==> src/rtl/rcrb_pkg.sv <==
`default_nettype none
// ----------------------------------------------------------------------------
// rcrb_pkg
// Shared constants, types and the draw function of the random ring builder.
// ----------------------------------------------------------------------------
package rcrb_pkg;

	// table size
	localparam int MAX_ENTRIES_DEF = 1024;

	// field widths
	localparam int LEN_W     = 11;
	localparam int IDX_W     = 10;
	localparam int TDATA_W   = 16;
	localparam int DRAW_W    = 64;

	localparam logic [LEN_W-1:0] LEN_RESET = 11'd1024;
	localparam int MIN_RING = 2;

	// tuser codes on the input channel
	localparam logic ACT_BUILD  = 1'b0;
	localparam logic ACT_LOOKUP = 1'b1;

	// xorshift64
	localparam logic [DRAW_W-1:0] SEED_CONST = 64'h9e3779b97f4a7c15;
	localparam int SHL_A = 13;
	localparam int SHR_B = 7;
	localparam int SHL_C = 17;

	typedef struct packed {
		logic busy;
		logic done;
	} div_status_t;

	function automatic logic [DRAW_W-1:0] xorshift64(input logic [DRAW_W-1:0] s);
		logic [DRAW_W-1:0] x;
		x = s;
		x = x ^ (x << SHL_A);
		x = x ^ (x >> SHR_B);
		x = x ^ (x << SHL_C);
		return x;
	endfunction

endpackage
`default_nettype wire

==> src/rtl/rcrb_divider.sv <==
`default_nettype none
// ----------------------------------------------------------------------------
// rcrb_divider
// Restoring remainder unit: 64-bit draw modulo a narrow divisor, one bit per
// cycle.
// ----------------------------------------------------------------------------
module rcrb_divider #(
	parameter int IW = 10
) (
	input  wire logic                        clk,
	input  wire logic                        arst_n,
	input  wire logic                        start,
	input  wire logic [rcrb_pkg::DRAW_W-1:0] dividend,
	input  wire logic [IW:0]                 divisor,
	output rcrb_pkg::div_status_t            status,
	output logic [IW-1:0]                    remainder
);

	localparam int NW    = IW + 1;
	localparam int CNT_W = $clog2(rcrb_pkg::DRAW_W);
	localparam logic [CNT_W-1:0] CNT_LAST = CNT_W'(rcrb_pkg::DRAW_W - 1);

	logic [rcrb_pkg::DRAW_W-1:0] dvd_q;
	logic [IW-1:0]               rem_q;
	logic [CNT_W-1:0]            cnt_q;
	logic                        busy_q;
	logic                        done_q;

	logic [NW-1:0] trial;
	logic [IW-1:0] rem_next;

	// shift in next dividend bit, subtract when it fits
	assign trial = {rem_q, dvd_q[rcrb_pkg::DRAW_W-1]};
	always_comb begin
		if (trial >= divisor) begin
			rem_next = IW'(trial - divisor);
		end else begin
			rem_next = trial[IW-1:0];
		end
	end

	always_ff @(posedge clk or negedge arst_n) begin
		if (!arst_n) begin
			cnt_q  <= '0;
			busy_q <= 1'b0;
			done_q <= 1'b0;
		end else if (start) begin
			cnt_q  <= '0;
			busy_q <= 1'b1;
			done_q <= 1'b0;
		end else if (busy_q) begin
			cnt_q <= cnt_q + CNT_W'(1);
			if (cnt_q == CNT_LAST) begin
				busy_q <= 1'b0;
				done_q <= 1'b1;
			end
		end else begin
			done_q <= 1'b0;
		end
	end

	always_ff @(posedge clk) begin
		if (start) begin
			dvd_q <= dividend;
			rem_q <= '0;
		end else if (busy_q) begin
			dvd_q <= dvd_q << 1;
			rem_q <= rem_next;
		end
	end

	assign status.busy = busy_q;
	assign status.done = done_q;
	assign remainder   = rem_q;

`ifndef SYNTHESIS
	a_rem_below_divisor: assert property (@(posedge clk) disable iff (!arst_n)
		done_q |-> (NW'(rem_q) < divisor))
		else $error("remainder not below divisor");

	a_start_busy: assert property (@(posedge clk) disable iff (!arst_n)
		start |=> busy_q)
		else $error("divider did not start");

	a_last_done: assert property (@(posedge clk) disable iff (!arst_n)
		(busy_q && !start && cnt_q == CNT_LAST) |=> (done_q && !busy_q))
		else $error("divider did not finish after last bit");
`endif

endmodule
`default_nettype wire

==> config.mk <==
export PLATFORM = sky130hd
export DESIGN_NAME = rcrb_divider
export DESIGN_NICKNAME = d
export VERILOG_FILES = /design/src/rtl/rcrb_pkg.sv /design/src/rtl/rcrb_divider.sv
export SDC_FILE = /design/constraint.sdc
export NUM_CORES = 1
export LEC_CHECK = 0
export BUFFER_PORTS_ARGS = -buffer_cell sky130_fd_sc_hd__buf_2
export CAP_MARGIN = 5
export CORE_UTILIZATION = 41
export DETAILED_ROUTE_END_ITERATION = 7
export HOLD_SLACK_MARGIN = 0.15
export PLACE_DENSITY = 0.7
export SETUP_SLACK_MARGIN = 0.4
export SLEW_MARGIN = 20
export SYNTH_ARGS = -nofsm -noshare
export SYNTH_HDL_FRONTEND = slang
export SYNTH_SLANG_ARGS = --single-unit
==> constraint.sdc <==
create_clock -name clk -period 2.4 [get_ports clk]
set_input_delay 0.36 -clock clk [delete_from_list [all_inputs] [get_ports clk]]
set_output_delay 0.36 -clock clk [all_outputs]
set_load 0.03 [all_outputs]
==> metrics.txt, run 1 <==
status finished clean; Placeable Area 9330 sq um; RSZ-0062 raised after global routing true; Die W roughly 100 um; type of origin of the critical path register; die height 101 um; power per standard cell area 597 nW/um^2; share of layout cells above drive strength 1 56.8%; Critical Path AT roughly 2300 ps; Max Clock Freq 0.489 GHz; vias in the first global route about 2600; first-pass GRT wire length 12.0 mm; critical path peak fanout 3; nets ~480; nature of the critical path endpoint register; slew of the pin with the lowest slew margin 542 ps; Yosys cell types 44; Final Non-Filler Cells 527; finished layout cell area 5050 sq um; Slew headroom approximately 64%; Placed Cells 496; Max-Cap Viols 0; initial core utilization 42.8%; Final Hold Vio Count 0; largest net degree at the start of global routing 46; Post-Syn Area per Cell roughly 14 sq um; Starting DRT DRC Count 86; Req. time, crit path 2610 ps; min Tclk post-route 2050 ps; Synth Flop Type edfxtp_1; Clock Latency Late Sink 350 ps; DRT Pass-1 Iters 4; area delta synth->final 26.6%; I/O Buffers between 80 and 90; Reg2Reg Depth 10; Final Setup Violations 0; Ys Warns 0; CTS Buf Count 9; Ant. Diodes 0; GRT Total Usage 15.7%; post-route ant nets 0; Post-synth EDFFs 64; setup TNS 0 ps; IO Pins 90; mapped cell area 3990 sq um; Pins Over Slew Limit 0; Sinks on Clock Net roughly 80; sequential share of the synthesized area around 58%; hpwl dp 5.14 mm; DR DRC count 0; final total power approximately 0.0030 W; hold crit path type primary input to register; post-DR vias/cell 4.93; area post-placement about 4700 sq um; count of state elements after synthesis 82; asr flop ratio synth 9.76%; via count 2596; VDD IR max approximately 0.41 mV; clock buffer depth 2; clk slew on worst S/H paths around 80 ps; Crit Path Category register to register; Finished Core Util 54.1%; leakage 2.04 nW; CTS tree yes; gpl congestion ~0.84; Total Wirelength 7.54 mm; hold path cells 2; post-synthesis cell count around 290; fill cell count roughly 800; htree depth 3; total congestion overflow 0; initial antenna violation count 0; Die Footprint ~10000 sq um; # rows 35; WL/cell 14.3 um; Worst Skew 7.78 ps; period utilization 85.2%; syn nets ~380; clk root buf clkbuf_8
==> layout make-up <==
class	instances	area, sq um	share of cell area (%)
Clock buffer	9	124	2.45
Tap cell	129	161	3.20
Clock inverter	7	52.6	1.04
Multi-Input combinational cell	175	1690	33.4
Sequential cell	82	2340	46.3
Timing Repair Buffer	108	618	12.2
Inverter	17	67.6	1.34
==> repair_timing <==
| action | in CTS | in global routing |
|---|---|---|
| setup buffers | 5 | 9 |
| hold endpoints to repair | 8 | 0 |
| pin swaps | 3 | 14 |
| hold buffers | 1 | 0 |
| resized for setup | 8 | 10 |
| endpoints found under the setup margin | 5 | 9 |
==> logic make-up (layout without fill, tap and decap cells) <==
family / count (synthesis) / count (layout) / synth area share (%)
fa+ha+maj: 13 / 13 / 4.27
simple gates: 41 / 41 / 5.14
mux: 72 / 72 / 20.2
flops: 82 / 82 / 58.2
compound gates: 38 / 38 / 6.74
buf+inv: 30 / 141 / 3.04
xor+xnor: 11 / 11 / 2.42
==> routing by layer <==
layer	track usage (%)	up-vias	part of all wire, %	routed length, um
met4	5.69	0	1.4	105
met2	25.1	64	47	3560
met1	19.9	1247	46	3450
met3	5.20	10	5.6	419
met5	0	-	0	0
li1	-	1275	-	-
==> placed cells by master (no fill, tap or decap), drive strengths merged, types with 9 or more instances in the layout <==
| master | n |
|---|---|
| edfxtp | 64 |
| ha | 12 |
| inv | 18 |
| mux2 | 64 |
| nor2 | 14 |
| nand2 | 11 |
| o21ai | 9 |
| a21oi | 13 |
| clkbuf | 9 |
| buf | 107 |
| dfxtp | 10 |
==> synthesized netlist by cell type (5+ instances only) <==
library cell	instances	area [sq um]
edfxtp_1	64	1920
nor2_1	13	48.8
nand2_1	11	41.3
inv_1	17	63.8
dfrtp_1	8	200
dfxtp_1	10	200
mux2_2	63	709
a211oi_1	5	37.5
ha_1	12	150
buf_1	5	18.8
mux2i_1	8	80.1
a21oi_1	10	50.1
o21ai_0	5	25.0
clkbuf_1	5	18.8
xnor2_1	6	52.6
xor2_1	5	43.8
==> critical path: stages (launching register included) <==
cell      delay (ps)
edfxtp_1         400
inv_2             90
ha_4             130
inv_2             30
fa_2             360
a21o_2           230
a21oi_2          160
o211ai_1         130
xor2_1           170
mux2i_1          130
o22ai_1           90
==> per-stage QoR <==
step | hold WS [ps] | worst slack [ps]
detailed placement | 220 | 167
global placement | 216 | 238
floorplan | 64.4 | 286
global route | 281 | 280
finish | 300 | 354
CTS | 286 | 400
==> path summary, 6_finish.rpt <==
kind | start | end | slack, ps
worst max-delay path | dvd_q[63]$_DFFE_PP_ | remainder[8]$_SDFFE_PP0P_ | 350
worst min-delay path | dividend[0] | dvd_q[0]$_SDFFCE_PN0P_ | 300
worst max register to register | dvd_q[63]$_DFFE_PP_ | remainder[8]$_SDFFE_PP0P_ | 350
worst min register to register | remainder[9]$_SDFFE_PP0P_ | remainder[9]$_SDFFE_PP0P_ | 480
max in group asynchronous | arst_n | cnt_q[3]$_DFFE_PN0P_ | 1840
min in group asynchronous | arst_n | cnt_q[0]$_DFFE_PN0P_ | 390
==> where the power goes <==
part	leakage, nW	internal, W	switching [W]
Combinational	1.09	0.000240	0.000167
Clock	0.0799	0.000381	0.000511
Sequential	0.870	0.00167	0.0000441
Total	2.04	0.00229	0.000723
==> registers in the layout, summed over array words and instances (netlist names) <==
| signal | cells |
|---|---|
| dvd_q | 64 |
| busy_q | 1 |
| remainder | 10 |
| done_q | 1 |
| cnt_q | 6 |
(Power assumes the default switching activity.)
==> run 2, diff against run 1 <==
- ABC_AREA: not set -> 1
- GPL_TIMING_DRIVEN: not set -> 0
- PLACE_DENSITY: 0.7 -> 0.69
==> run 2 against run 1 <==
Fmax rose by 13%. Non-clock buffer count rose by 3. Register-to-register slack gained 230 ps. Critical path depth up 2. First-iteration DRC count increased by 71%. Clock skew increased by 1.9 ps. Die area up 4.2%. Cell count increased by 40%. Sequential power rose by 6%. Setup slack better by 230 ps. Clock power grew 3.9%. Hold slack got worse by 35 ps. Largest power group unchanged. Highest routed layer unchanged.
==> metrics.txt, run 2 <==
status finished clean; WL met2 4.09 mm (+15%); area post-placement 4820 sq um (+2.9%); Die Footprint 10600 sq um (+4.2%); Reg2Reg Depth 12 (+2); initial antenna violation count 0 (unchanged); Finished Core Util 51.0% (-3.1 points); fill cell count 1002 (+23%); vias in the first global route 3100 (+21%); Yosys cell types 30 (-32%); worst r2r dst remainder[8]$_SDFFE_PP0P_; IO Pins 90 (unchanged); Post-Syn Area per Cell 8.37 sq um (-40%); top cell type's share of synthesized area 46.2% (-2.0 points); power per standard cell area 793 nW/um^2 (+33%); setup bufs post-CTS 0 (-5); most common cell after layout, fill and taps aside nand2_1; Pins Over Slew Limit 0 (unchanged); sequential share of the synthesized area 55.8% (-2.4 points); Resized cells post-CTS 0 (-8); clk root buf clkbuf_8; first-pass GRT wire length 14.1 mm (+17%); post-DR vias/cell 4.53 (-8.1%); clk slew on worst S/H paths 90 ps (about the same); Total Wirelength 8.62 mm (+14%); largest net degree at the start of global routing 35 (-24%); post-synthesis cell count 497 (+73%); period utilization 75.8% (-9.5 points); Post-synth EDFFs 64 (unchanged); met3 WL 381 um (-9.1%); Ant. Diodes 0 (unchanged); WL/cell 11.7 um (-18%); htree depth 3 (unchanged); top-count cell post-synth nand2_1; hpwl dp 6.22 mm (+21%); Critical Path AT 2080 ps (-180 ps); Final Setup Violations 0 (unchanged); Crit Path Category register to register; top routing layer in use met4; min Tclk post-route 1820 ps (-228 ps); asr flop ratio synth 9.76% (unchanged); area delta synth->final 20.4%; hold crit path type primary input to register; Final Hold Vio Count 0 (unchanged); Starting DRT DRC Count 147 (+71%); critical path peak fanout 3 (unchanged); count of state elements after synthesis 82 (unchanged); DRT Pass-1 Iters 4 (unchanged); nets 691 (+43%); initial core utilization 42.4% (-0.38 points); Top reg by flops dvd_q; max FFs per register 64 (unchanged); gpl congestion 0.842 (+0.45%); die height 103 um (+2.1%); Worst Skew 9.70 ps (+1.92 ps); Req. time, crit path 2660 ps (+50 ps); Die W 103 um (+2.1%); Metal-1 WL 4.06 mm (+17%); Sinks on Clock Net 82 (unchanged); VDD IR max 0.302 mV (-27%); most frequent cells in the layout 254 x nand2_1, 90 x buf_2, 64 x edfxtp_1; share of layout cells above drive strength 1 20.2% (-37 points); DR DRC count 0 (unchanged); finished layout cell area 5010 sq um (-0.74%); Max-Cap Viols 0 (unchanged); Hold Startpoint dividend[17]; total congestion overflow 0 (unchanged); CTS tree yes; hold_buf cts 1 (unchanged); CTS Buf Count 9 (unchanged); cell taking the most area after synthesis edfxtp_1; type of origin of the critical path register; I/O Buffers 89 (unchanged); via count 3340 (+29%); mapped cell area 4160 sq um (+4.3%); RSZ-0062 raised after global routing false; reg2reg start dvd_q[63]$_DFFE_PP_; Commonest cells post-synth 254 x nand2_1, 64 x edfxtp_1, 45 x inv_1; Max Clock Freq 0.550 GHz (+13%); Placeable Area 9820 sq um (+5.3%); CP max-delay cell fa_1; Ys Warns 0 (unchanged); # rows 36 (+2.9%); Hold Crit Endpoint dvd_q[17]$_DFFE_PP_; Crit path largest cell delay 410 ps (about the same); slew of the pin with the lowest slew margin 464 ps (-78.1 ps); multi-input logic area 1580 sq um (-6.6%); Synth area leaders edfxtp_1 46%, nand2_1 23%, dfrtp_1 4.8%; Slew headroom 69.1% (+5.2 points); register area 2320 sq um (-0.64%); nature of the critical path endpoint register; Clock Latency Late Sink 350 ps (about the same); hold path cells 3 (+1); leakage 2.61 nW (+28%); setup slack, reg-to-reg 580 ps (+230 ps); post-route ant nets 0 (unchanged); clock buffer depth 2 (unchanged); worst path cell trace inv_1, ha_1, inv_1, fa_1, nand3_1, nand2_1, nand2_1, nand3_1, nand2_1, nand2_1, nand3_1, nand2_1; Synth Flop Type edfxtp_1; syn nets 588 (+56%); GRT Total Usage 17.7% (+2.0 points); most used cell, CP nand2_1
## run 2: worst max-delay path, delay by kind of cell (launching register included)
kind,cells,cell delay [ps]
AND/OR/NAND/NOR,8,620
adder cells (fa/ha/maj),2,560
flip-flops,1,370
buffers and inverters,2,160
## run 2: kinds of logic (layout without fill, tap and decap cells)
kind of cell,count (synthesis),after routing,share of synthesized area [%]
simple gates,316,316,30.5
flops,82,82,55.8
buf+inv,64,172,6.49
compound gates,19,19,2.47
fa+ha+maj,13,13,4.09
xor+xnor,3,3,0.632
## run 2: final cells by class
class	instances	share of cell area, %
Buffer	19	2.02
Clock buffer	9	2.47
Clock inverter	7	1.05
Inverter	45	3.45
Multi-Input combinational cell	351	31.5
Sequential cell	82	46.3
Tap cell	133	3.32
Timing Repair Buffer	92	9.89
## run 2: worst max-delay path by stage
| stage | startpoint | slack, ps | depth (start not counted) | endpoint |
|---|---|---|---|---|
| floorplan | busy_q$_DFF_PN0_ | 390 | 2 | dvd_q[0]$_SDFFCE_PN0P_ |
| global placement | start | -340 | 3 | dvd_q[57]$_DFFE_PP_ |
| detailed placement | divisor[4] | 470 | 12 | remainder[2]$_SDFFE_PP0P_ |
| CTS | dvd_q[63]$_DFFE_PP_ | 580 | 12 | remainder[8]$_SDFFE_PP0P_ |
| global route | remainder[5]$_SDFFE_PP0P_ | 440 | 10 | remainder[2]$_SDFFE_PP0P_ |
| finish | dvd_q[63]$_DFFE_PP_ | 580 | 12 | remainder[8]$_SDFFE_PP0P_ |
## run 2: stage by stage
step	hold WS [ps]	setup TNS [ps]	setup slack, ps	total power, W	std cells
after detailed placement	215	0	470	0.00308	721
after CTS	247	0	581	0.00401	738
after global placement	212	-22740	-335	0.00306	719
after floorplan	64.4	0	393	0.00276	497
after global routing	236	0	437	0.00428	738
final	265	0	582	0.00397	738
## run 2: metal layers
layer | GRT usage, % | up-vias
met5 | 0 | -
met4 | 6.07 | 0
met3 | 4.81 | 7
met2 | 27.7 | 77
met1 | 23.6 | 1477
li1 | - | 1779
## run 2: report_power, final
group	internal (W)	switching, W
Combinational	0.000472	0.000766
Clock	0.000381	0.000545
Sequential	0.00172	0.0000933
Total	0.00257	0.00140
==> run 3, diff against run 2 <==
- PLACE_DENSITY: 0.69 -> 0.67
- clock period: 2.4 -> 1.9 ns (I/O delays scaled with it)
==> run 3 against run 2 <==
Routed wire length increased by 8.6%. Clock power increased by 53%. Cell count increased by 3.8%. Utilization increased by 6.6 points. Critical endpoint is now remainder[5]$_SDFFE_PP0P_.
==> metrics.txt, run 3 (same netlist as run 2, synthesis figures left out) <==
share of layout cells above drive strength 1 31.8% (+12 points); CP max-delay cell dfxtp_4; slew of the pin with the lowest slew margin 497 ps (+33.7 ps); Die W 103 um (unchanged); worst path cell trace ha_4, nand2_1, nor2_4, nand3_2, nand2_2, nor2_4, buf_6, nand2_4, nand2_1, nand3_1, nand2_1; via count 3590 (+7.5%); Starting DRT DRC Count 163 (+11%); nets 719 (+4.1%); Ant. Diodes 0 (unchanged); Top reg by flops dvd_q; most common cell after layout, fill and taps aside nand2_1; Req. time, crit path 2150 ps (-510 ps); first-pass GRT wire length 14.8 mm (+4.6%); hold path cells 3 (unchanged); vias in the first global route 3340 (+7.7%); Placeable Area 9820 sq um (unchanged); Reg2Reg Depth 11 (-1); WL/cell 12.2 um (+4.6%); # rows 36 (unchanged); Die Footprint 10600 sq um (unchanged); CTS tree yes; Pins Over Slew Limit 0 (unchanged); post-DR vias/cell 4.69 (+3.6%); IO Pins 90 (unchanged); hold crit path type primary input to register; nature of the critical path endpoint register; htree depth 3 (unchanged); CTS Buf Count 9 (unchanged); most used cell, CP nand2_1; total congestion overflow 0 (unchanged); period utilization 88.9% (+13 points); Final Hold Vio Count 0 (unchanged); die height 103 um (unchanged); dpl ws 62.1 ps (-408 ps); max FFs per register 64 (unchanged); Hold Startpoint dividend[37]; min Tclk post-route 1690 ps (-130 ps); Placed Cells 721 (unchanged); Crit Path Category register to register; most frequent cells in the layout 244 x nand2_1, 90 x buf_2, 64 x edfxtp_1; Worst Skew 16.0 ps (+6.31 ps); Clock Latency Late Sink 350 ps (about the same); DR DRC count 0 (unchanged); type of origin of the critical path register; Hold Crit Endpoint dvd_q[37]$_DFFE_PP_; Final Non-Filler Cells 766 (+3.8%); Total Wirelength 9.36 mm (+8.6%); clk root buf clkbuf_8; critical path peak fanout 5 (+2); setup slack, reg-to-reg 210 ps (-370 ps); worst setup margin 211 ps (-370 ps); Final Setup Violations 0 (unchanged); Crit path largest cell delay 360 ps (-50 ps); Max Clock Freq 0.592 GHz (+7.7%); initial antenna violation count 0 (unchanged); worst r2r dst remainder[5]$_SDFFE_PP0P_; I/O Buffers 89 (unchanged); largest net degree at the start of global routing 29 (-17%); power per standard cell area 1080 nW/um^2 (+37%); post-route ant nets 0 (unchanged); clock buffer depth 2 (unchanged); hpwl dp 6.41 mm (+3.2%); Max-Cap Viols 0 (unchanged); reg2reg start remainder[3]$_SDFFE_PP0P_; gpl congestion 0.809 (-3.9%); GRT Total Usage 18.2% (+0.51 points); VDD IR max 0.531 mV (+76%); clk slew on worst S/H paths 90 ps (about the same); Sinks on Clock Net 82 (unchanged); DRT Pass-1 Iters 4 (unchanged); area delta synth->final 36.1%; leakage 2.87 nW (+9.7%); RSZ-0062 raised after global routing true; initial core utilization 42.4% (unchanged); Slew headroom 66.8% (-2.2 points); status finished clean; Critical Path AT 1940 ps (-140 ps)
## run 3: power by group
group | total, W | internal (W) | switching, W
combinational | 0.00234 | 0.00106 | 0.00128
clock | 0.00142 | 0.000748 | 0.000673
sequential | 0.00238 | 0.00222 | 0.000158
## run 3: worst max-delay path, delay by kind of cell (launching register included)
family	cells	cell delay (ps)
flops	1	360
buf+inv	1	120
simple gates	9	800
fa+ha+maj	1	300
## run 3: how the worst max path moves through the flow
stage	cells after the start	startpoint	to	slack [ps]
after detailed placement	3	busy_q$_DFF_PN0_	dvd_q[19]$_DFFE_PP_	60
after CTS	12	dvd_q[63]$_DFFE_PP_	remainder[6]$_SDFFE_PP0P_	240
final	11	remainder[3]$_SDFFE_PP0P_	remainder[5]$_SDFFE_PP0P_	210
after global routing	13	dvd_q[63]$_DFFE_PP_	remainder[8]$_SDFFE_PP0P_	130
after global placement	2	busy_q$_DFF_PN0_	dvd_q[19]$_DFFE_PP_	-730
after floorplan	2	busy_q$_DFF_PN0_	dvd_q[0]$_SDFFCE_PN0P_	-110
## run 3: area by class of cell
class | count | area [sq um]
Multi-Input combinational cell | 352 | 1880
Timing Repair inverter | 1 | 7.51
Tap cell | 133 | 166
Timing Repair Buffer | 118 | 743
Clock buffer | 9 | 124
Sequential cell | 82 | 2360
Buffer | 19 | 109
Fill cell | 959 | 4160
Inverter | 45 | 173
Clock inverter | 7 | 101
## run 3: timing repair
item / 4_1_cts / 5_1_grt
endpoints found under the hold margin: 8 / 0
setup endpoints to repair: 75 / 11
hold buffers: 1 / 0
setup buffers: 16 / 8
pin swaps: 9 / 24
cloned: 3 / 1
resized for setup: 20 / 26
## run 3: metrics by stage
stage | hold slack, ps | TNS, ps | area (sq um) | util (%) | power [W]
2_1_floorplan | -10.6 | -6990 | 4350 | - | 0.00373
3_3_place_gp | 134 | -50210 | 4960 | 50.5 | 0.00415
3_5_place_dp | 132 | 0 | 5010 | 51.0 | 0.00419
4_1_cts | 180 | 0 | 5480 | 55.8 | 0.00586
5_1_grt | 187 | 0 | 5660 | 57.7 | 0.00649
6_report | 192 | 0 | 5660 | 57.7 | 0.00614
## run 3: routing by layer
| layer | vias to the layer above | GRT usage [%] | part of all wire [%] |
|---|---|---|---|
| li1 | 1841 | - | - |
| met1 | 1628 | 23.8 | 44 |
| met2 | 98 | 29.3 | 48 |
| met3 | 23 | 3.80 | 5.1 |
| met4 | 0 | 7.58 | 2.5 |
| met5 | - | 0 | 0 |
